`src/sv/tsf_pkg.sv`:
```
// Shared constants and types for the trapezoidal shaping filter.
package tsf_pkg;

    localparam int MAX_PEAK      = 1024;
    localparam int MAX_GAP       = 1024;
    localparam int HISTORY_DEPTH = 4096;
    localparam int HIST_AW       = $clog2(HISTORY_DEPTH);

    localparam int SAMPLE_W = 16;
    localparam int CFG_W    = 11;
    localparam int CFG_IDX_W = 2;
    localparam int SUM_W    = 26;
    localparam int OUT_W    = 27;
    localparam int SEEN_W   = $clog2(2 * MAX_PEAK + MAX_GAP + 2);

    localparam logic [CFG_IDX_W-1:0] CFG_PEAK_TIME = 2'd0;
    localparam logic [CFG_IDX_W-1:0] CFG_GAP_TIME  = 2'd1;

    localparam logic [CFG_W-1:0] PEAK_RESET = CFG_W'(510);
    localparam logic [CFG_W-1:0] GAP_RESET  = CFG_W'(510);

    typedef logic [HIST_AW-1:0]  hist_addr_t;
    typedef logic [SAMPLE_W-1:0] sample_t;
    typedef logic [SUM_W-1:0]    sum_t;

    typedef struct packed {
        sample_t sample;
        logic    first;
        logic    use_lead;
        logic    add_lag;
        logic    sub_lag;
        logic    emit;
    } tap_req_t;

    typedef struct packed {
        hist_addr_t lead;
        hist_addr_t lag_add;
        hist_addr_t lag_sub;
    } tap_addr_t;

    typedef struct packed {
        sample_t lead;
        sample_t lag_add;
        sample_t lag_sub;
    } tap_data_t;

endpackage

```
`src/sv/tsf_accum.sv`:
```
// Running-sum update from the history taps and the result output register.
module tsf_accum (
    input  logic                clk,
    input  logic                rst_n,
    input  logic                accept,
    input  tsf_pkg::tap_req_t   req,
    input  tsf_pkg::tap_data_t  taps,
    output logic                busy,
    output logic                out_valid,
    input  logic                out_stall,
    output tsf_pkg::sum_t       out_lead,
    output tsf_pkg::sum_t       out_lag
);

    localparam int SUM_W = tsf_pkg::SUM_W;

    logic              s1_valid_reg;
    tsf_pkg::tap_req_t s1_req_reg;
    tsf_pkg::sum_t     lead_reg;
    tsf_pkg::sum_t     lag_reg;
    tsf_pkg::sum_t     lead_next;
    tsf_pkg::sum_t     lag_next;
    logic              out_valid_reg;
    tsf_pkg::sum_t     out_lead_reg;
    tsf_pkg::sum_t     out_lag_reg;

    logic out_free;
    logic s1_go;

    assign out_free = !out_valid_reg || !out_stall;
    assign s1_go    = s1_valid_reg && (!s1_req_reg.emit || out_free);
    assign busy     = s1_valid_reg && !s1_go;

    always_comb
    begin
        tsf_pkg::sum_t lead_base;
        tsf_pkg::sum_t lag_base;
        lead_base = s1_req_reg.first ? '0 : lead_reg;
        lag_base  = s1_req_reg.first ? '0 : lag_reg;
        lead_next = lead_base + SUM_W'(s1_req_reg.sample)
                  - (s1_req_reg.use_lead ? SUM_W'(taps.lead) : '0);
        lag_next  = lag_base
                  + (s1_req_reg.add_lag ? SUM_W'(taps.lag_add) : '0)
                  - (s1_req_reg.sub_lag ? SUM_W'(taps.lag_sub) : '0);
    end

    always_ff @(posedge clk or negedge rst_n)
    begin
        if (!rst_n)
        begin
            s1_valid_reg  <= 1'b0;
            lead_reg      <= '0;
            lag_reg       <= '0;
            out_valid_reg <= 1'b0;
        end
        else
        begin
            if (accept)
                s1_valid_reg <= 1'b1;
            else if (s1_go)
                s1_valid_reg <= 1'b0;

            if (s1_go)
            begin
                lead_reg <= lead_next;
                lag_reg  <= lag_next;
            end

            if (s1_go && s1_req_reg.emit)
                out_valid_reg <= 1'b1;
            else if (!out_stall)
                out_valid_reg <= 1'b0;
        end
    end

    always_ff @(posedge clk)
    begin
        if (accept)
            s1_req_reg <= req;
        if (s1_go && s1_req_reg.emit)
        begin
            out_lead_reg <= lead_next;
            out_lag_reg  <= lag_next;
        end
    end

    assign out_valid = out_valid_reg;
    assign out_lead  = out_lead_reg;
    assign out_lag   = out_lag_reg;

endmodule

```
`config.mk`:
```
export PLATFORM = sky130hd
export DESIGN_NAME = tsf_accum
export DESIGN_NICKNAME = d
export VERILOG_FILES = /design/src/sv/tsf_pkg.sv /design/src/sv/tsf_accum.sv
export SDC_FILE = /design/constraint.sdc
export NUM_CORES = 1
export LEC_CHECK = 0
export ABC_AREA = 1
export BUFFER_PORTS_ARGS = -buffer_cell sky130_fd_sc_hd__buf_4
export CORE_AREA = 3 3 157 159
export CTS_CLUSTER_SIZE = 14
export DETAILED_ROUTE_END_ITERATION = 16
export DIE_AREA = 0 0 160 162
export HOLD_SLACK_MARGIN = 0.02
export PLACE_DENSITY = 0.58
export SYNTH_ARGS = -nofsm -noshare
export SYNTH_HDL_FRONTEND = slang
export SYNTH_SLANG_ARGS = --single-unit
```
`constraint.sdc`:
```
create_clock -name clk -period 3.5 [get_ports clk]
set_clock_uncertainty 0.1 [all_clocks]
set_input_delay 0 -clock clk [delete_from_list [all_inputs] [get_ports clk]]
set_output_delay 0 -clock clk [all_outputs]
set_load 0.1 [all_outputs]
```
# ---- Yosys cells after proc, flatten, opt, wreduce, memory -nomap -nowiden
# Cells that the tools add are included.
dict set report word_totals {
  ff_bits 127
  in_bits 73
  output_inout_bits 54
}
dict set report op_classes {
  n_addsub 4
  n_eq_ne 1
  muxes 9
  n_reduce_logical 10
}
# op n
set op_table {}
lappend op_table {{$add A26 B16 Y26} 2}
lappend op_table {{$mux W26} 2}
lappend op_table {{$sub A26 B16 Y26} 2}
lappend op_table {{$mux W16} 3}
lappend op_table {{$logic_not A1 Y1} 4}
lappend op_table {{$mux W1} 4}
lappend op_table {{$logic_and A1 B1 Y1} 3}
lappend op_table {{$logic_or A1 B1 Y1} 2}
lappend op_table {{$ne A2 B1 Y1 const B} 1}
lappend op_table {{$reduce_bool A2 Y1} 1}

# ---- Longest topological paths before layout
# Gate-level depths: netlist (run 1).
dict set report depth {
  depth_word 6
  mapped_depth 20
}

# ---- Worst setup path before layout (run 1)
# No wires, ideal clock.
dict set report synth_path {
  path_type {reg-to-reg}
  start {register s1_req_reg[4] in the netlist's numbering}
  end {register out_lag_reg[11], in the netlist out_lag[11] (data pin)}
  setup_time_ps 255
  t_arrival_ps 2900
  path_slack_ps 245
  stages_incl_launch_ff 16
  cell_sequence {edfxtp_1 -> inv_1 -> clkbuf_1 -> clkbuf_1 -> nand2_1 -> fa_1 -> inv_1 -> ha_1 -> nand2_1 -> nand2_1 -> nor2_2 -> o21ai_2 -> nand2_1 -> nand2_1 -> or2_1 -> and2_1}
}
dict set report synth_between {
  elab_chain_len 3
}
# element line_no
set synth_rtl {}
lappend synth_rtl {{from (decl)} tsf_accum.sv:18} ;# tsf_pkg::tap_req_t s1_req_reg;
lappend synth_rtl {{from (signal assigned)} tsf_accum.sv:79} ;# s1_req_reg <= req;
lappend synth_rtl {{$mux W26} tsf_accum.sv:39} ;# lag_base = s1_req_reg.first ? '0 : lag_reg;
lappend synth_rtl {{$add A26 B16 Y26} tsf_accum.sv:43} ;# + (s1_req_reg.add_lag ? SUM_W'(taps.lag_add) : '0)
lappend synth_rtl {{$sub A26 B16 Y26} tsf_accum.sv:44} ;# - (s1_req_reg.sub_lag ? SUM_W'(taps.lag_sub) : '0);
lappend synth_rtl {{via lag_next[11]} tsf_accum.sv:22} ;# tsf_pkg::sum_t lag_next;
lappend synth_rtl {{to (signal assigned)} tsf_accum.sv:83} ;# out_lag_reg <= lag_next;
lappend synth_rtl {{to (decl)} tsf_accum.sv:25} ;# tsf_pkg::sum_t out_lag_reg;
# The timed path passes the listed nets, and every way through them passes these cells.
# A chain may end at the register's enable or synchronous reset.

# ---- Final worst setup path (run 1)
dict set report layout_path {
  start {register s1_req_reg[1] in the netlist's numbering}
  end {register out_lag_reg[20], in the netlist out_lag[20] (data pin)}
}
dict set report layout_between {
  elab_chain_len 2
}
# element line_no
set layout_rtl {}
lappend layout_rtl {{$mux W16} tsf_accum.sv:44}
lappend layout_rtl {{$sub A26 B16 Y26} tsf_accum.sv:44}
lappend layout_rtl {{via lag_next[20]} tsf_accum.sv:22}
# The timed path passes the listed nets, and every way through them passes these cells.

==> results of run 1 <==
[worst max path at each step]
stage                            startpoint                    end  slack (ns)
finish              s1_req_reg[1]$_DFFE_PP_  out_lag[20]$_DFFE_PP_        0.29
global route        s1_req_reg[1]$_DFFE_PP_  out_lag[24]$_DFFE_PP_        0.04
CTS                 s1_req_reg[4]$_DFFE_PP_   out_lag[9]$_DFFE_PP_        0.24
detailed placement  s1_req_reg[4]$_DFFE_PP_   out_lag[9]$_DFFE_PP_        0.25
global placement    s1_req_reg[4]$_DFFE_PP_   out_lag[9]$_DFFE_PP_        0.30
floorplan           s1_req_reg[4]$_DFFE_PP_  out_lag[11]$_DFFE_PP_        0.25
[worst reg2reg max path, stage by stage, from the launching register on]
cell and delay (ns):
edfxtp_1 0.64, nand2_1 0.20, inv_1 0.06, fa_1 0.48, inv_1 0.05, ha_1 0.38
nand2_1 0.10, nor2_1 0.15, inv_1 0.08, nor2_1 0.13, nand4_1 0.22, nand3_1 0.16
nand2_1 0.07, and2_1 0.15
[routing by layer]
metal,up-vias,global-route usage,routed length [um],share of wire
met3,42,0.0337,915,0.037
li1,4128,-,-,-
met5,-,0,0,0
met4,0,0.0690,685,0.028
met2,169,0.367,12700,0.51
met1,3734,0.234,10400,0.42
[kinds of logic after synthesis]
| group | after synthesis | synth area share |
|---|---|---|
| XOR/XNOR | 25 | 0.0245 |
| AO/OA/AOI/OAI | 70 | 0.0414 |
| AND/OR/NAND/NOR | 674 | 0.301 |
| buffers and inverters | 273 | 0.111 |
| adder cells (fa/ha/maj) | 84 | 0.140 |
| flip-flops | 127 | 0.383 |
[power by group]
| part | internal, mW | switching (mW) | total (mW) |
|---|---|---|---|
| registers | 2.35 | 0.247 | 2.60 |
| logic | 2.03 | 4.84 | 6.87 |
| clock network | 1.13 | 0.679 | 1.81 |
| total | 5.52 | 5.76 | 11.3 |
[synth_stat cells (all sizes together), types with 2 or more instances]
cell type and n:
a21oi 43, and2 23, buf 2, clkbuf 19, dfrtp 54, edfxtp 73
fa 32, ha 52, inv 251, nand2 490, nand3 50, nand3b 3
nand4 17, nor2 80, nor3 5, o21ai 20, o21bai 6, or2 5
xnor2 5, xor2 20
[layout by cell type, fill, tap and decap left out, types with 3 or more instances in the layout]
| master | instances |
|---|---|
| buf_4 | 133 |
| nor3_1 | 3 |
| ha_1 | 52 |
| clkbuf_16 | 17 |
| nand3_1 | 47 |
| and2_1 | 23 |
| a21oi_1 | 41 |
| xnor2_1 | 5 |
| o21ai_0 | 18 |
| dfrtp_1 | 54 |
| nand2_2 | 6 |
| nand3_2 | 3 |
| nand2_1 | 484 |
| edfxtp_1 | 73 |
| inv_1 | 249 |
| bufinv_16 | 3 |
| clkinv_2 | 3 |
| nor2_2 | 5 |
| fa_1 | 32 |
| xor2_1 | 19 |
| o21bai_1 | 6 |
| nand4_1 | 17 |
| nand3b_1 | 3 |
| clkbuf_1 | 6 |
| dlygate4sd3_1 | 24 |
| buf_12 | 3 |
| nor2_1 | 74 |
[repair_timing]
action	CTS	global route
hold endpoints to repair	98	0
hold buffers	24	0
setup endpoints to repair	0	2
resized for setup	0	1
[layout make-up]
class                           count  share of cell area
Multi-Input combinational cell    853               0.409
Timing Repair Buffer              160               0.113
Clock inverter                      8              0.0102
Tap cell                          319              0.0349
Inverter                          252              0.0826
Clock buffer                       24              0.0403
Sequential cell                   127               0.309
==> metrics, run 1 <==
antenna violations before repair 0; Async S/R FF share, synth 0.425; Max Freq 311 MHz; relative slew slack 0.472; minimum clock period 3.21 ns; reg-to-reg endpoint out_lag[20]$_DFFE_PP_; I/O pin total 127; root buffer cell clkbuf_16; hpwl dp 18700 um; fin util 0.489; #FFs+latches synth 127; critical path depth 13; P&R area growth vs syn 23.8%; port bufs 126; Worst Hold Class primary input to asynchronous set/reset pin; Synth top area share 0.237; layout filler cell count 2398; Post-Syn Nets 1410; Worst Setup Path Type flop to flop; GRT Util Overall 0.199; number of max-cap violations 0; TritonCTS Buffers 17; CTS tree built; total gr overflow 0; Worst R2R Start s1_req_reg[1]$_DFFE_PP_; row cnt 56; Die Span Y 162 um; critical path's slowest cell edfxtp_1; PD cells 985 nW/um^2; Initial DRT Pass Iterations 5; Fin. Hold Viols 0; WHS 0.0847 ns; dpl ws 0.253 ns; sequential area share after synthesis 0.383; Die ar. 25900 um^2; crit path max fanout 16; # placed instances 1687; RSZ-0062 raised after global routing no; worst path buffer plus inverter count 3; cell taking the most area after synthesis edfxtp_1; Reg area 3540 um^2; Antenna Violating Nets Remaining 0; 1st-iter DRT viols 342; Die W 160 um; detailed-route wire length 24700 um; Post-layout nets 1568; Final Max Tran Viols 0; top cells by area, synth edfxtp_1 (24%), nand2_1 (20%), dfrtp_1 (15%); Req. time, crit path 3.58 ns; via count 8073; crit-path leading delay family simple AND/OR/NAND/NOR gates; final period utilization 0.918; CP Cell Sequence nand2_1 -> inv_1 -> fa_1 -> inv_1 -> ha_1 -> nand2_1 -> nor2_1 -> inv_1 -> nor2_1 -> nand4_1 -> nand3_1 -> nand2_1 -> and2_1; maximum vdd drop 0.000546 V; Placed Instance Area 10600 um^2; htree depth 4; Clock Path Buffers 2; number of global-route vias before repair 8382; critical path startpoint category flop; number of synthesized flops with an enable pin 73; Yosys cell types 34; Mapped Cells 1253; postcts setup bufs 0; share of cells above drive strength 1 0.131; fin area 11500 um^2; Final Non-Filler Cells 1743; average size of a mapped cell 7.38 um^2; core area 23400 um^2; wire per inst 14.2 um; Worst-Skew Late Latency 0.43 ns; vias per std cell 4.63; worst reg-to-reg path cell count 13; antenna cells 0; Tightest Pin Transition 0.792 ns; Yosys warning total 0; first-pass GRT wire length 41100 um; Clock transition at path regs 0.06 ns; Residual DRC 0; Final setup viols 0; Sink Count 127; outcome finished, final reports clean; leakage power 6.27 nW; routability cong. 0.935; Initial Util 0.395; Max stage delay on crit path 0.64 ns; main flop type after synthesis edfxtp_1; largest net degree at the start of global routing 55; multi-input combinational cell area 4690 um^2; Mapped Area 9250 um^2; CP endpoint kind flop; Setup TNS Final 0 ns; setup slack, reg-to-reg 0.29 ns; Power Total 11.3 mW; setup ws final 0.286 ns; Arrival @ worst endpoint 3.30 ns
(Power assumes the default switching activity.)
==> run 2: changes to the inputs <==
- CORE_AREA: 3 3 157 159 -> 2 2 156 158
- CTS_CLUSTER_SIZE: 14 -> default
- DIE_AREA: 0 0 160 162 -> 0 0 158 160
- PLACE_DENSITY: 0.58 -> 0.56
- clock period: 3.5 -> 3.3 ns (I/O delays scaled with it)
==> metrics, run 2 (synthesized netlist as in run 1, its figures left out) <==
worst reg-to-reg path cell count 14 (was 13); Worst-Skew Late Latency 0.43 ns (about the same); Antenna Violating Nets Remaining 0 (unchanged); row cnt 57 (was 56); CP Cell Sequence inv_2 -> buf_12 -> nand2_1 -> fa_1 -> inv_1 -> ha_1 -> nand2_1 -> inv_1 -> nand3_1 -> nor2_1 -> nand4_1 -> nand3_1 -> nand2_1 -> and2_1 (was nand2_1 -> inv_1 -> fa_1 -> inv_1 -> ha_1 -> nand2_1 -> nor2_1 -> inv_1 -> nor2_1 -> nand4_1 -> nand3_1 -> nand2_1 -> and2_1); share of cells above drive strength 1 0.146 (was 0.131); via count 8050 (was 8073); leakage power 6.31 nW (was 6.27 nW); WHS 0.0591 ns (was 0.0847 ns); Max stage delay on crit path 0.48 ns (was 0.64 ns); relative slew slack 0.433 (was 0.472); I/O pin total 127 (unchanged); TritonCTS Buffers 17 (unchanged); Req. time, crit path 3.39 ns (was 3.58 ns); CTS tree built (unchanged); detailed-route wire length 25300 um (was 24700 um); Initial DRT Pass Iterations 5 (unchanged); RSZ-0062 raised after global routing no (unchanged); Clock transition at path regs 0.07 ns (was 0.06 ns); Die Span Y 160 um (was 162 um); Most Frequent Cell on Critical Path nand2_1; Die ar. 25300 um^2 (was 25900 um^2); Arrival @ worst endpoint 3.21 ns (was 3.30 ns); htree depth 4 (unchanged); first-pass GRT wire length 41500 um (was 41100 um); maximum vdd drop 0.000533 V (was 0.000546 V); Initial Util 0.388 (was 0.395); GRT Util Overall 0.213 (was 0.199); root buffer cell clkbuf_16 (unchanged); outcome finished, final reports clean (unchanged); Worst Hold Class primary input to asynchronous set/reset pin (unchanged); P&R area growth vs syn 24.9% (was 23.8%); Sink Count 127 (unchanged); total gr overflow 0 (unchanged); Max Freq 320 MHz (was 311 MHz); vias per std cell 4.59 (was 4.63); layout filler cell count 2445 (was 2398); Final setup viols 0 (unchanged); Post-layout nets 1575 (was 1568); Clock Path Buffers 2 (unchanged); Worst Setup Path Type flop to flop (unchanged); 1st-iter DRT viols 322 (was 342); Die W 158 um (was 160 um); antenna violations before repair 0 (unchanged); wire per inst 14.4 um (was 14.2 um); core area 23800 um^2 (was 23400 um^2); antenna cells 0 (unchanged); port bufs 126 (unchanged); hpwl dp 19200 um (was 18700 um); most frequent cells in the layout nand2_1 (483), inv_1 (248), buf_4 (139) (was nand2_1 (484), inv_1 (249), buf_4 (133)); crit path max fanout 12 (was 16); critical path launch point s1_req_reg[4]$_DFFE_PP_ (was s1_req_reg[1]$_DFFE_PP_); final period utilization 0.947 (was 0.918); largest net degree at the start of global routing 55 (unchanged); CP endpoint kind flop (unchanged); routability cong. 0.876 (was 0.935); Tightest Pin Transition 0.850 ns (was 0.792 ns); number of max-cap violations 0 (unchanged); Residual DRC 0 (unchanged); number of global-route vias before repair 8393 (was 8382); Fin. Hold Viols 0 (unchanged); critical path startpoint category flop (unchanged); Setup TNS Final 0 ns (unchanged); Final Max Tran Viols 0 (unchanged); minimum clock period 3.12 ns (was 3.21 ns); setup slack, reg-to-reg 0.18 ns (was 0.29 ns); most common cell after layout, fill and taps aside nand2_1 (unchanged); Worst R2R Start s1_req_reg[4]$_DFFE_PP_ (was s1_req_reg[1]$_DFFE_PP_); reg-to-reg endpoint out_lead[19]$_DFFE_PP_ (was out_lag[20]$_DFFE_PP_); critical path's slowest cell fa_1 (was edfxtp_1); PD cells 1040 nW/um^2 (was 985 nW/um^2)
==> run 2: where the power goes <==
part	switching [mW]	internal [mW]	total, mW	leakage [nW]
clock network	0.823	1.06	1.88	0.276
registers	0.277	2.49	2.77	1.34
logic	5.17	2.21	7.38	4.69
==> run 2: per-stage QoR <==
stage / utilization / setup slack (ns) / std cells / total power [mW] / instance area (um^2)
finish: 0.485 / 0.175 / 1755 / 12.0 / 11600
floorplan: - / 0.0451 / 1253 / 8.28 / 9250
global route: 0.485 / 0.00596 / 1755 / 13.1 / 11600
CTS: 0.483 / 0.0463 / 1754 / 12.1 / 11500
detailed placement: 0.449 / 0.0680 / 1698 / 10.1 / 10700
global placement: 0.449 / 0.0494 / 1698 / 10.1 / 10700
==> run 2: routing by layer <==
metal / GRT usage / vias up / part of all wire
met4: 0.0581 / 0 / 0.015
li1: - / 4145 / -
met2: 0.407 / 132 / 0.54
met1: 0.243 / 3742 / 0.42
met5: 0 / - / 0
met3: 0.0320 / 31 / 0.028
==> run 2: area by class of cell <==
cell class                 count  area [um^2]  area share
tap                          324          405      0.0351
sequential                   127         3540       0.307
multi-input combinational    853         4720       0.408
timing repair buffer         167         1360       0.118
clock buffer                  17          425      0.0368
inverter                     252          946      0.0819
clock inverter                15          150      0.0130
==> run 2: repair_timing <==
action	4_1_cts	5_1_grt
setup buffers	0	1
gates resized for setup	0	10
endpoints found under the hold margin	98	0
hold buffers	24	0
setup endpoints to repair	0	27
==> run 2: worst max path at each step <==
stage | depth (start not counted) | endpoint | slack [ns]
CTS | 14 | out_lead[17]$_DFFE_PP_ | 0.05
global route | 14 | out_lead[19]$_DFFE_PP_ | 0.006
finish | 14 | out_lead[19]$_DFFE_PP_ | 0.18
floorplan | 15 | out_lag[11]$_DFFE_PP_ | 0.05
detailed placement | 14 | out_lead[17]$_DFFE_PP_ | 0.07
global placement | 14 | out_lead[17]$_DFFE_PP_ | 0.05
==> run 2: critical path: cells and delay by family, from the launching register on <==
kind	cells	cell delay, ns
adders and majority gates	2	0.85
and+or+nand+nor	8	1.15
DFF	1	0.40
buffers and inverters	4	0.38
