===== config.mk =====
export PLATFORM = sky130hd
export DESIGN_NAME = tsf_sequencer
export DESIGN_NICKNAME = d
export VERILOG_FILES = /design/src/sv/tsf_pkg.sv /design/src/sv/tsf_sequencer.sv
export SDC_FILE = /design/constraint.sdc
export NUM_CORES = 1
export LEC_CHECK = 0
export BUFFER_PORTS_ARGS = -buffer_cell sky130_fd_sc_hd__buf_2
export CORE_MARGIN = 5
export CORE_UTILIZATION = 59
export CTS_BUF_LIST = sky130_fd_sc_hd__clkbuf_4 sky130_fd_sc_hd__clkbuf_8 sky130_fd_sc_hd__clkbuf_16
export DETAILED_ROUTE_END_ITERATION = 10
export GPL_ROUTABILITY_DRIVEN = 0
export PLACE_DENSITY = 0.92
export SETUP_SLACK_MARGIN = 0.05
export SYNTH_ARGS = -nofsm -noshare
export SYNTH_HDL_FRONTEND = slang
export SYNTH_SLANG_ARGS = --single-unit

===== constraint.sdc =====
create_clock -name clk -period 14 [get_ports clk]
set_input_delay 4.2 -clock clk [delete_from_list [all_inputs] [get_ports clk]]
set_output_delay 4.2 -clock clk [all_outputs]
set_load 0.01 [all_outputs]

===== src/sv/tsf_pkg.sv =====
// Shared constants and types for the trapezoidal shaping filter.
package tsf_pkg;

    localparam int MAX_PEAK      = 1024;
    localparam int MAX_GAP       = 1024;
    localparam int HISTORY_DEPTH = 4096;
    localparam int HIST_AW       = $clog2(HISTORY_DEPTH);

    localparam int SAMPLE_W = 16;
    localparam int CFG_W    = 11;
    localparam int CFG_IDX_W = 2;
    localparam int SUM_W    = 26;
    localparam int OUT_W    = 27;
    localparam int SEEN_W   = $clog2(2 * MAX_PEAK + MAX_GAP + 2);

    localparam logic [CFG_IDX_W-1:0] CFG_PEAK_TIME = 2'd0;
    localparam logic [CFG_IDX_W-1:0] CFG_GAP_TIME  = 2'd1;

    localparam logic [CFG_W-1:0] PEAK_RESET = CFG_W'(510);
    localparam logic [CFG_W-1:0] GAP_RESET  = CFG_W'(510);

    typedef logic [HIST_AW-1:0]  hist_addr_t;
    typedef logic [SAMPLE_W-1:0] sample_t;
    typedef logic [SUM_W-1:0]    sum_t;

    typedef struct packed {
        sample_t sample;
        logic    first;
        logic    use_lead;
        logic    add_lag;
        logic    sub_lag;
        logic    emit;
    } tap_req_t;

    typedef struct packed {
        hist_addr_t lead;
        hist_addr_t lag_add;
        hist_addr_t lag_sub;
    } tap_addr_t;

    typedef struct packed {
        sample_t lead;
        sample_t lag_add;
        sample_t lag_sub;
    } tap_data_t;

endpackage


===== src/sv/tsf_sequencer.sv =====
// Configuration registers, write pointer, sample count and tap address generation.
module tsf_sequencer (
    input  logic                          clk,
    input  logic                          rst_n,
    input  logic                          cfg_we,
    input  logic [tsf_pkg::CFG_IDX_W-1:0] cfg_index,
    input  logic [tsf_pkg::CFG_W-1:0]     cfg_data,
    input  logic                          accept,
    input  tsf_pkg::sample_t              sample,
    input  logic                          first_of_waveform,
    output tsf_pkg::hist_addr_t           wr_addr,
    output tsf_pkg::tap_addr_t            rd_addr,
    output tsf_pkg::tap_req_t             req
);

    localparam int SW = tsf_pkg::SEEN_W;

    logic [tsf_pkg::CFG_W-1:0] peak_time_reg;
    logic [tsf_pkg::CFG_W-1:0] gap_time_reg;
    tsf_pkg::hist_addr_t       wp_reg;
    logic [SW-1:0]             seen_reg;
    logic [SW-1:0]             seen_next;

    logic [SW-1:0] p_eff;
    logic [SW-1:0] g_eff;
    logic [SW-1:0] pg;
    logic [SW-1:0] full;
    logic [SW-1:0] limit;
    logic [SW-1:0] seen_base;
    logic [SW:0]   seen_inc;

    always_ff @(posedge clk or negedge rst_n)
    begin
        if (!rst_n)
        begin
            peak_time_reg <= tsf_pkg::PEAK_RESET;
            gap_time_reg  <= tsf_pkg::GAP_RESET;
        end
        else if (cfg_we)
        begin
            unique case (cfg_index)
                tsf_pkg::CFG_PEAK_TIME: peak_time_reg <= cfg_data;
                tsf_pkg::CFG_GAP_TIME:  gap_time_reg  <= cfg_data;
                default: ;
            endcase
        end
    end

    always_comb
    begin
        if (peak_time_reg == '0)
            p_eff = SW'(1);
        else if (SW'(peak_time_reg) > SW'(tsf_pkg::MAX_PEAK))
            p_eff = SW'(tsf_pkg::MAX_PEAK);
        else
            p_eff = SW'(peak_time_reg);

        if (SW'(gap_time_reg) > SW'(tsf_pkg::MAX_GAP))
            g_eff = SW'(tsf_pkg::MAX_GAP);
        else
            g_eff = SW'(gap_time_reg);

        pg    = p_eff + g_eff;
        full  = pg + p_eff;
        limit = full + SW'(1);

        seen_base = first_of_waveform ? '0 : seen_reg;
        seen_inc  = {1'b0, seen_base} + (SW+1)'(1);
        if (seen_inc > {1'b0, limit})
            seen_next = limit;
        else
            seen_next = seen_inc[SW-1:0];
    end

    always_ff @(posedge clk or negedge rst_n)
    begin
        if (!rst_n)
        begin
            wp_reg   <= '0;
            seen_reg <= '0;
        end
        else if (accept)
        begin
            wp_reg   <= wp_reg + tsf_pkg::HIST_AW'(1);
            seen_reg <= seen_next;
        end
    end

    assign wr_addr         = wp_reg;
    assign rd_addr.lead    = wp_reg - tsf_pkg::HIST_AW'(p_eff);
    assign rd_addr.lag_add = wp_reg - tsf_pkg::HIST_AW'(pg);
    assign rd_addr.lag_sub = wp_reg - tsf_pkg::HIST_AW'(full);

    assign req.sample   = sample;
    assign req.first    = first_of_waveform;
    assign req.use_lead = seen_next > p_eff;
    assign req.add_lag  = seen_next > pg;
    assign req.sub_lag  = seen_next > full;
    assign req.emit     = seen_next >= full;

endmodule


# [Yosys cells after proc, flatten, opt, wreduce, memory -nomap -nowiden]
# Index checks and enable logic that the tools add are counted.
# Widths: inputs -> output; s select.
[totals] register_bits=46 latchBits=0 wordCells=29 mem_count=0 romBits=0 ramBits=0
[op_classes] div=0 n_addsub=8 n_eq_ne=1 bitwise=0 reduce_logical=4 shift=0 mul=0 magnitude_cmp=7 mux=5
[op_table] cell="$gt 12x12->1" n=3
[op_table] cell="$sub 12x12->12" n=3
[op_table] cell="$mux 11" n=3
[op_table] cell="$add 12x1->12 const B" n=2
[op_table] cell="$add 12x12->12" n=2
[op_table] cell="$mux 12" n=2
[op_table] cell="$gt 11x11->1 const B" n=2
[op_table] cell="$add 12x1->13 const B" n=1
[op_table] cell="$gt 13x12->1" n=1
[op_table] cell="$ge 12x12->1" n=1
[op_table] cell="$logic_not 11->1" n=1
[op_table] cell="$reduce_and 2->1" n=2
[op_table] cell="$eq 2x1->1 const B" n=1
[op_table] cell="$logic_not 2->1" n=1

# [Logic depth before layout (Yosys ltp)]
# Gate-level depths: netlist (run 1).
[depth] depth_word=9 depth_mapped=40 depth_no_buf=39

# [Worst setup path after synthesis (run 1)]
# OpenSTA, ideal clock, no wires.
[synth_path] path_type="input to output" from="input first_of_waveform" to="output req[3] (netlist bit)" n_path_buf=1 t_arrival_ps=8968 required_time_ps=9800 path_stages=28 path_slack_ps=832 cell_sequence="clkbuf_1 > nor2b_1 > ha_1 > nand3_1 > nor3_1 > nand3_1 > xor2_1 > nor2_1 > ha_1 > a21oi_1 > nor2_1 > a211oi_1 > a21o_1 > a31o_2 > o31a_1 > o21a_1 > mux2_2 > ha_1 > nor2b_1 > o21a_1 > o21a_1 > o21a_1 > o21a_1 > o21a_1 > o21ai_0 > a21oi_1 > a2111oi_0 > o21bai_1"
[synth_rtl] element="from (decl)" line="tsf_sequencer.sv:10" text="input logic first_of_waveform,"
[synth_rtl] element="to (decl)" line="tsf_sequencer.sv:13" text="output tsf_pkg::tap_req_t req"

==> impl_metrics.csv, run 1 <==
group,metric,value,unit
yosys,synth_edf_count,0,
clocking,cts_root_buf,"clkbuf_8",
die,initial_utilization,60.1,%
die,core-area,10300,um^2
placed_design,dpl.cell_count,908,
critical_path,r2r_end,"seen_reg[10]",
die,floorplan.die.height,112,um
worst_hold_path,hold_end,"peak_time_reg[0]",
routing,drt_drc_violations_left,0,
yosys,synth.lib_cells_used.distinct,62,
sta,final-max-slew-violation-count,0,
critical_path,r2r-start,"peak_time_reg[10]",
final_layout,fin_util,65.5,%
placed_design,dp_hpwl,12800,um
pwr,power.density_cell_area,247,nW/um^2
worst_hold_path,hp-class,"flip-flop to flip-flop",
routing,vias,5552,
routing,postRouteWirelength,16200,um
yosys,yosys_warnings,0,
clocking,cts-htree-levels,2,
yosys,postSynthAreaPerCell,8.52,um^2
yosys,cell_area_after_technology_mapping,6170,um^2
global_route,grt_max_degree,47,
yosys,async_set_reset_flop_share_out_of_synthesis,100,%
clocking,clock_tree_from_tritoncts,"yes",
yosys,ys_seq_elements,46,
sta,slew-limit-headroom,30.0,%
clocking,cts_made_buffers,5,
final_layout,flow.area_growth_from_synthesis,9.00,%
final_layout,finalNetCount,924,
worst_hold_path,hold_start,"peak_time_reg[0]",
sta,timing.final.setup_violations,0,
pwr,total_power_draw,1.66,mW
placed_design,placement.io_buffers,70,
die,num_rows,37,
critical_path,ff2ff_setup_slack,6.81,ns
clocking,clk_pin_slew,0.09,ns
run_status,run_status,"completed",
placed_design,dp_worst_setup_slack,0.112,ns
routing,dr.first_iter.drc_count,386,
critical_path,worst-endpoint-required,9.80,ns
sta,worst_slack,0.247,ns
yosys,synthCells,725,
clocking,numClockSinks,46,
global_route,grt_pass1_wl,26500,um
critical_path,cp.arrival,9.55,ns
critical_path,critPathKind,"input port to primary output",
sta,fin_crit,13.75,ns
routing,avgRoutedWirePerCell,17.7,um
sta,clock_skews,0.0157,ns
sta,worst_slew_pin_slew,1.05,ns
pwr,power.leakage,3.46,nW
pwr,vdd_ir_drop_max,0.240,mV
critical_path,worst-r2r-cell-count,27,
routing,detail_route.vias_per_cell,6.04,
yosys,dominantRegCellSynth,"dfrtp_1",
global_route,all_layer_gr_usage,25.4,%
routing,drtAntennaViolNets,0,
routing,detail_route.first_pass.iterations,7,
final_layout,insertedDiodeCount,0,
critical_path,cp-start-kind,"input port",
worst_hold_path,worst_hold_path.num_cells,1,
sta,fmax,0.0727,GHz
critical_path,path_max_fanout,8,
global_route,grt_overflow_total,0,
clocking,worst_skew_pair.late_latency,0.32,ns
final_layout,post_layout_nonfiller_instances,919,
global_route,grt_pass1_vias,5457,
critical_path,worstSetupEndpointType,"primary output",
global_route,initial_antenna_violation_count,0,
die,total_die_area,12600,um^2
run,max-cap-violations,0,
sta,report.final.hold_viol_count,0,
yosys,synth_seq_area_share,19.0,%
sta,fin_crit_sh,98.2,%
die,io-pin-count,103,
die,die_w,112,um
yosys,post_synthesis_net_count,867,
final_layout,final_layout_size_suffix_gt1_share,20.6,%
clocking,maximum_buffer_depth_of_the_clock_tree,2,
==> cells in the mapped netlist, drive strengths merged (2+ instances only) <==
master | number | area share [%]
nand2b | 19 | 1.9
o21ai | 36 | 2.9
nor2 | 52 | 3.2
mux2i | 8 | 1.3
nor4 | 6 | 0.61
nand4 | 16 | 1.6
dfstp | 16 | 6.8
a21boi | 15 | 1.8
nor3 | 13 | 1.1
a31oi | 4 | 0.51
or2 | 3 | 0.30
buf | 19 | 2.3
nor2b | 23 | 2.3
inv | 77 | 4.7
nand2 | 40 | 2.4
and3 | 4 | 0.41
clkbuf | 9 | 0.55
or3 | 4 | 0.41
xnor2 | 43 | 6.2
a31o | 3 | 0.43
o21bai | 6 | 0.73
nand3b | 3 | 0.36
or4b | 2 | 0.38
o21a | 10 | 1.2
a21oi | 35 | 2.9
o31a | 2 | 0.28
fa | 5 | 1.6
o211ai | 4 | 0.49
dfrtp | 30 | 12
ha | 103 | 21
a21o | 18 | 2.2
o221ai | 2 | 0.28
nor3b | 2 | 0.24
a211oi | 6 | 0.73
mux2 | 35 | 6.7
a2111oi | 2 | 0.28
xor2 | 23 | 3.3
nand3 | 11 | 0.89
==> critical path: stages <==
cell	delay, ns
buf_2	0.14
nand2b_2	0.21
inv_1	0.10
ha_2	0.20
nand3_2	0.14
nor4_4	0.34
xor2_1	0.26
inv_1	0.08
ha_1	0.33
nand4_1	0.16
nor3_2	0.21
a21o_1	0.10
a31o_2	0.14
o31a_1	0.19
o21a_1	0.20
mux2_4	0.36
ha_1	0.30
nor2b_1	0.14
o21a_1	0.16
o21a_1	0.16
o21a_1	0.16
o21a_1	0.17
o21a_1	0.17
o21ai_0	0.18
a21oi_1	0.11
a2111oi_2	0.33
o21bai_1	0.14
buf_2	0.16
==> power breakdown <==
part | switching (mW) | total (mW) | leakage, nW | internal (mW)
clock | 0.0517 | 0.0891 | 0.0486 | 0.0374
combinational | 0.801 | 1.37 | 2.86 | 0.564
sequential | 0.0426 | 0.206 | 0.553 | 0.164
==> per-layer routing <==
metal | track usage, % | part of all wire [%]
met2 | 42.4 | 47
met1 | 32.3 | 43
met5 | 0 | 0
met3 | 4.58 | 6.6
met4 | 10.8 | 3.2
==> metrics by stage <==
step	TNS, ns	hold slack [ns]	cell area (um^2)
6_report	0	0.530	6730
5_1_grt	-0.0779	0.533	6730
4_1_cts	0	0.526	6650
3_5_place_dp	0	0.505	6560
3_3_place_gp	0	0.499	6560
2_1_floorplan	0	0.471	6170
==> cells in the final DEF, fill, tap and decap left out, types with 23 or more instances in the layout <==
cell type	synthesis	final
nor2_1	52	52
buf_2	0	70
xnor2_1	42	42
xor2_1	23	23
inv_1	77	77
nand2_1	40	40
a21oi_1	34	34
o21ai_0	36	36
nor2b_1	23	23
dfrtp_1	30	30
mux2_2	29	28
ha_1	103	102
==> cells by family (layout without fill, tap and decap cells) <==
group,count (synthesis),after routing,synth area share [%]
XOR/XNOR,66,66,9.48
AND/OR/NAND/NOR,202,202,16.9
AO/OA/AOI/OAI,154,154,16.5
buffers and inverters,105,163,7.54
multiplexers,43,43,8.04
flip-flops,46,46,19.0
adder cells (fa/ha/maj),109,109,22.7
==> what timing repair did <==
action | CTS | global route
endpoints found under the setup margin | 0 | 4
buffers inserted | 0 | 3
resized for setup | 0 | 14
hold buffers | 0 | 0
==> worst max path at each step <==
stage                 startpoint     end  slack [ns]  cells past startpoint
6_report       first_of_waveform  req[3]        0.25                     28
5_1_grt        first_of_waveform  req[3]       -0.08                     28
4_1_cts        first_of_waveform  req[3]        0.11                     29
3_5_place_dp   first_of_waveform  req[3]        0.11                     30
3_3_place_gp   first_of_waveform  req[3]        0.31                     30
2_1_floorplan  first_of_waveform  req[3]        0.83                     28
==> layout make-up <==
cell class / instances / area [um^2]
clock inverter: 2 / 13.8
fill: 834 / 3550
clock buffer: 6 / 76.3
inverter: 77 / 289
multi-input combinational: 574 / 4600
sequential: 46 / 1170
timing repair buffer: 78 / 414
tap: 136 / 170
(Power assumes the default switching activity.)
==> inputs of run 2 (changes only) <==
--- a/config.mk
+++ b/config.mk
@@ -6,12 +6,13 @@
 export NUM_CORES = 1
 export LEC_CHECK = 0
 export BUFFER_PORTS_ARGS = -buffer_cell sky130_fd_sc_hd__buf_2
+export CORE_ASPECT_RATIO = 0.5
 export CORE_MARGIN = 5
-export CORE_UTILIZATION = 59
+export CORE_UTILIZATION = 30
 export CTS_BUF_LIST = sky130_fd_sc_hd__clkbuf_4 sky130_fd_sc_hd__clkbuf_8 sky130_fd_sc_hd__clkbuf_16
 export DETAILED_ROUTE_END_ITERATION = 10
 export GPL_ROUTABILITY_DRIVEN = 0
-export PLACE_DENSITY = 0.92
+export PLACE_DENSITY = 0.57
 export SETUP_SLACK_MARGIN = 0.05
 export SYNTH_ARGS = -nofsm -noshare
 export SYNTH_HDL_FRONTEND = slang
==> impl_metrics.csv, run 2 (synthesis results as in run 1) <==
group,metric,value,unit
worst_hold_path,hold_end,"gap_time_reg[9]",
sta,fmax,0.0733,GHz
final_layout,final_layout_size_suffix_gt1_share,20.5,%
worst_hold_path,hp-class,"flip-flop to flip-flop",
routing,detail_route.first_pass.iterations,5,
critical_path,r2r-start,"gap_time_reg[10]",
global_route,grt.met3_usage,1.89,%
critical_path,ff2ff_setup_slack,6.69,ns
die,core-area,20400,um^2
final_layout,final_cell_mix,"103 x ha_1, 77 x inv_1, 70 x buf_2",
critical_path,timing.critical_path.slowest_stage_cell,"mux2_2",
critical_path,worst-endpoint-required,9.80,ns
critical_path,cp.arrival,9.43,ns
final_layout,finalNetCount,925,
global_route,globalRouteMet1Util,19.4,%
final_layout,flow.area_growth_from_synthesis,13.0,%
clocking,cts_root_buf,"clkbuf_16",
global_route,gr-usage-met2,23.5,%
sta,slew-limit-headroom,38.2,%
clocking,cts_made_buffers,5,
routing,drtAntennaViolNets,0,
pwr,combPwrFrac,79.5,%
routing,dr.first_iter.drc_count,250,
sta,fin_crit_sh,97.4,%
sta,fin_crit,13.63,ns
critical_path,critPathKind,"input port to primary output",
routing,postRouteWirelength,17200,um
pwr,power.leakage,3.51,nW
global_route,busiest_layer,"met2",
pwr,power.sequential.fraction,12.1,%
clocking,cts-htree-levels,2,
pwr,cell_internal_pwr,0.814,mW
global_route,all_layer_gr_usage,14.0,%
routing,vias,5338,
pwr,p_sw_share,52.3,%
sta,report.final.hold_viol_count,0,
global_route,grt_pass1_wl,27100,um
run_status,run_status,"completed",
critical_path,worstSetupEndpointType,"primary output",
die,total_die_area,23700,um^2
pwr,power.clock.fraction,8.4,%
sta,clock_skews,0.00908,ns
clocking,maximum_buffer_depth_of_the_clock_tree,2,
pwr,power.density_cell_area,245,nW/um^2
pwr,p_switching,0.894,mW
die,floorplan.die.height,111,um
final_layout,final_common_cell,"ha_1",
critical_path,r2r_end,"seen_reg[6]",
global_route,grt_max_degree,47,
critical_path,cp-start-kind,"input port",
run,max-cap-violations,0,
clocking,clock_tree_from_tritoncts,"yes",
pwr,total_power_draw,1.71,mW
clocking,clk_pin_slew,0.06,ns
critical_path,critical-path-top-cell-by-count,"o21a_1",
die,die_w,213,um
die,num_rows,37,
global_route,grt_overflow_total,0,
critical_path,path_max_fanout,7,
routing,drt_drc_violations_left,0,
pwr,vdd_ir_drop_max,0.0827,mV
clocking,cts_stage_hold_buffer_count,0,
critical_path,worst-r2r-cell-count,28,
die,io-pin-count,103,
final_layout,fin_util,34.3,%
die,initial_utilization,30.3,%
routing,avgRoutedWirePerCell,16.3,um
sta,timing.final.setup_violations,0,
routing,detail_route.vias_per_cell,5.05,
clocking,numClockSinks,46,
worst_hold_path,worst_hold_path.num_cells,1,
worst_hold_path,hold_start,"gap_time_reg[9]",
clocking,worst_skew_pair.late_latency,0.30,ns
global_route,initial_antenna_violation_count,1,
sta,tns,0,ns
placed_design,dp_hpwl,14300,um
critical_path,critPathMaxStageDelay,0.40,ns
final_layout,insertedDiodeCount,0,
sta,rsz0062_at_grt,"false",
sta,worst_slew_pin_slew,0.923,ns
placed_design,placement.io_buffers,70,
global_route,grt_pass1_vias,5222,
sta,final-max-slew-violation-count,0,
-- run 2: power groups by stage --
stage	Clock, mW	Sequential [mW]	Combinational, mW
after detailed placement	0	0.209	1.34
after global routing	0.151	0.213	1.51
final	0.144	0.206	1.36
after floorplan	0	0.196	0.938
after global placement	0	0.208	1.33
after CTS	0.146	0.208	1.35
-- run 2: metrics by stage --
step | instance area [um^2] | setup WS [ns] | std cells | hold WS [ns]
CTS | 6930 | 0.0754 | 1056 | 0.517
floorplan | 6170 | 0.832 | 725 | 0.471
detailed placement | 6760 | 0.0936 | 1048 | 0.502
finish | 6980 | 0.366 | 1057 | 0.506
global placement | 6760 | 0.267 | 1048 | 0.489
global route | 6980 | 0.0272 | 1057 | 0.527
-- run 2: critical path: cells and delay by family --
family	cells	cell delay, ns
compound gates	14	2.34
simple gates	6	0.95
fa+ha+maj	3	0.83
buf+inv	4	0.46
mux	1	0.40
xor+xnor	1	0.22
-- run 2: layer usage --
metal / vias up / part of all wire, %
met4: 0 / 0.95
met3: 12 / 3.7
met1: 2589 / 48
li1: 2643 / -
met2: 94 / 47
met5: - / 0
-- run 2: final cells by class --
| type | instances | area [um^2] |
|---|---|---|
| clock buffers | 7 | 140 |
| clock inverters | 1 | 30.0 |
| multi-input cells | 574 | 4590 |
| flip-flops and latches | 46 | 1170 |
| fillers | 2115 | 13400 |
| inverters | 77 | 289 |
| repair buffers | 79 | 418 |
| well taps | 273 | 342 |
-- run 2: timing repair --
item                       4_1_cts  5_1_grt
setup endpoints to repair        0        2
gates resized for setup          0       11
buffers inserted                 0        1
-- run 2: worst max-delay path by stage --
| stage | start | endpoint | slack, ns | cells after the start |
|---|---|---|---|---|
| detailed placement | first_of_waveform | req[3] | 0.09 | 30 |
| floorplan | first_of_waveform | req[3] | 0.83 | 28 |
| CTS | first_of_waveform | req[3] | 0.08 | 30 |
| global placement | first_of_waveform | req[3] | 0.27 | 31 |
| finish | first_of_waveform | req[3] | 0.37 | 29 |
| global route | first_of_waveform | req[3] | 0.03 | 29 |
==> inputs of run 3 (changes only) <==
--- a/config.mk
+++ b/config.mk
@@ -12,6 +12,7 @@
 export CTS_BUF_LIST = sky130_fd_sc_hd__clkbuf_4 sky130_fd_sc_hd__clkbuf_8 sky130_fd_sc_hd__clkbuf_16
 export DETAILED_ROUTE_END_ITERATION = 10
 export GPL_ROUTABILITY_DRIVEN = 0
+export MAX_ROUTING_LAYER = met4
 export PLACE_DENSITY = 0.57
 export SETUP_SLACK_MARGIN = 0.05
 export SYNTH_ARGS = -nofsm -noshare
==> impl_metrics.csv, run 3 (synthesis results as in run 1) <==
group,metric,value,unit
pwr,power.sequential.fraction,12.1,%
die,core-area,20400,um^2
final_layout,multi_input_area,4590,um^2
routing,postRouteWirelength,17200,um
critical_path,r2r-start,"gap_time_reg[10]",
routing,vias,5347,
sta,tns,0,ns
final_layout,final_layout_size_suffix_gt1_share,20.5,%
critical_path,worstSetupEndpointType,"primary output",
global_route,initial_antenna_violation_count,1,
pwr,power.leakage,3.51,nW
worst_hold_path,hold_start,"gap_time_reg[9]",
global_route,grt_overflow_total,0,
placed_design,dp_hpwl,14300,um
clocking,numClockSinks,46,
worst_hold_path,hp-class,"flip-flop to flip-flop",
die,die_w,213,um
worst_hold_path,hold_end,"gap_time_reg[9]",
final_layout,final_cell_mix,"103 x ha_1, 77 x inv_1, 70 x buf_2",
global_route,grt_max_degree,47,
pwr,power.density_cell_area,244,nW/um^2
critical_path,cp.arrival,9.43,ns
placed_design,dp_worst_setup_slack,0.0936,ns
final_layout,flow.area_growth_from_synthesis,13.0,%
final_layout,final_common_cell,"ha_1",
sta,fin_crit_sh,97.4,%
sta,fmax,0.0734,GHz
clocking,cts-htree-levels,2,
routing,detail_route.first_pass.iterations,5,
critical_path,r2r_end,"seen_reg[6]",
clocking,clk_pin_slew,0.06,ns
routing,drt_drc_violations_left,0,
sta,slew-limit-headroom,38.5,%
clocking,maximum_buffer_depth_of_the_clock_tree,2,
die,total_die_area,23700,um^2
clocking,cts_made_buffers,5,
sta,rsz0062_at_grt,"false",
pwr,cell_internal_pwr,0.814,mW
die,initial_utilization,30.3,%
critical_path,timing.critical_path.slowest_stage_cell,"mux2_2",
final_layout,finalNetCount,925,
critical_path,worst-endpoint-required,9.80,ns
routing,avgRoutedWirePerCell,16.2,um
sta,clock_skews,0.00927,ns
sta,worst_slack,0.368,ns
sta,final-max-slew-violation-count,0,
run_status,run_status,"completed",
critical_path,critPathKind,"input port to primary output",
final_layout,num-fill-cells,2115,
sta,report.final.hold_viol_count,0,
critical_path,critPathMaxStageDelay,0.40,ns
final_layout,insertedDiodeCount,0,
pwr,combPwrFrac,79.5,%
critical_path,critical-path-top-cell-by-count,"o21a_1",
routing,drtAntennaViolNets,0,
routing,dr.first_iter.drc_count,271,
pwr,vdd_ir_drop_max,0.0827,mV
clocking,cts_root_buf,"clkbuf_16",
global_route,grt_pass1_vias,5220,
die,io-pin-count,103,
critical_path,path_max_fanout,7,
sta,timing.final.setup_violations,0,
sta,fin_crit,13.63,ns
critical_path,cp-start-kind,"input port",
die,floorplan.die.height,111,um
clocking,clock_tree_from_tritoncts,"yes",
critical_path,ff2ff_setup_slack,6.75,ns
die,num_rows,37,
sta,worst_slew_pin_slew,0.918,ns
pwr,power.clock.fraction,8.4,%
critical_path,worst-r2r-cell-count,28,
pwr,p_sw_share,52.3,%
routing,detail_route.vias_per_cell,5.06,
run,max-cap-violations,0,
global_route,grt_pass1_wl,27200,um
worst_hold_path,worst_hold_path.num_cells,1,
pwr,p_switching,0.892,mW
global_route,all_layer_gr_usage,14.5,%
clocking,worst_skew_pair.late_latency,0.29,ns
placed_design,placement.io_buffers,70,
final_layout,layout.area.seq,1170,um^2
==> run 3: cell counts in the layout (fill, tap and decap cells not counted) <==
No cell type changed its count.
==> run 3: what timing repair did <==
| action | in CTS | in global routing |
|---|---|---|
| gates resized for setup | 0 | 11 |
| setup buffers | 0 | 1 |
| endpoints found under the setup margin | 0 | 2 |
| hold buffers | 0 | 0 |
==> run 3: critical path: cells and delay by family <==
family | cells | cell delay (ns)
AO/OA/AOI/OAI | 14 | 2.33
buffers and inverters | 4 | 0.46
adder cells (fa/ha/maj) | 3 | 0.83
AND/OR/NAND/NOR | 6 | 0.95
multiplexers | 1 | 0.40
XOR/XNOR | 1 | 0.22
==> run 3: worst max path at each step <==
stage,end,cells past startpoint,start,slack [ns]
global route,req[3],29,first_of_waveform,0.03
detailed placement,req[3],30,first_of_waveform,0.09
global placement,req[3],31,first_of_waveform,0.27
CTS,req[3],30,first_of_waveform,0.08
floorplan,req[3],28,first_of_waveform,0.83
finish,req[3],29,first_of_waveform,0.37
==> run 3: power groups by stage <==
stage	Combinational, mW	Sequential (mW)	Clock [mW]
after detailed placement	1.34	0.209	0
final	1.36	0.206	0.143
after global placement	1.33	0.208	0
after floorplan	0.938	0.196	0
after CTS	1.35	0.208	0.146
after global routing	1.51	0.213	0.151
==> run 3: per-stage QoR <==
step	power (mW)	instance area, um^2	cells	hold WS, ns	util, %
final	1.71	6980	1057	0.506	34.3
after global routing	1.88	6980	1057	0.527	34.3
after CTS	1.71	6930	1056	0.517	34.0
after detailed placement	1.55	6760	1048	0.502	33.2
after global placement	1.53	6760	1048	0.489	33.2
after floorplan	1.13	6170	725	0.471	-
==> run 3: layer usage <==
layer  up-vias  wire, um  GRT usage [%]
met5         -         0              -
met4         0       184           2.68
met3        14       620           1.69
met2       105      8070           23.5
met1      2586      8280           19.6
li1       2642         -              -
==> run 3: area by class of cell <==
class                   count  share of cell area, %
repair buffers             79                   5.99
flip-flops and latches     46                   16.8
clock inverters             1                  0.430
well taps                 273                   4.89
multi-input cells         574                   65.8
inverters                  77                   4.14
clock buffers               7                   2.01
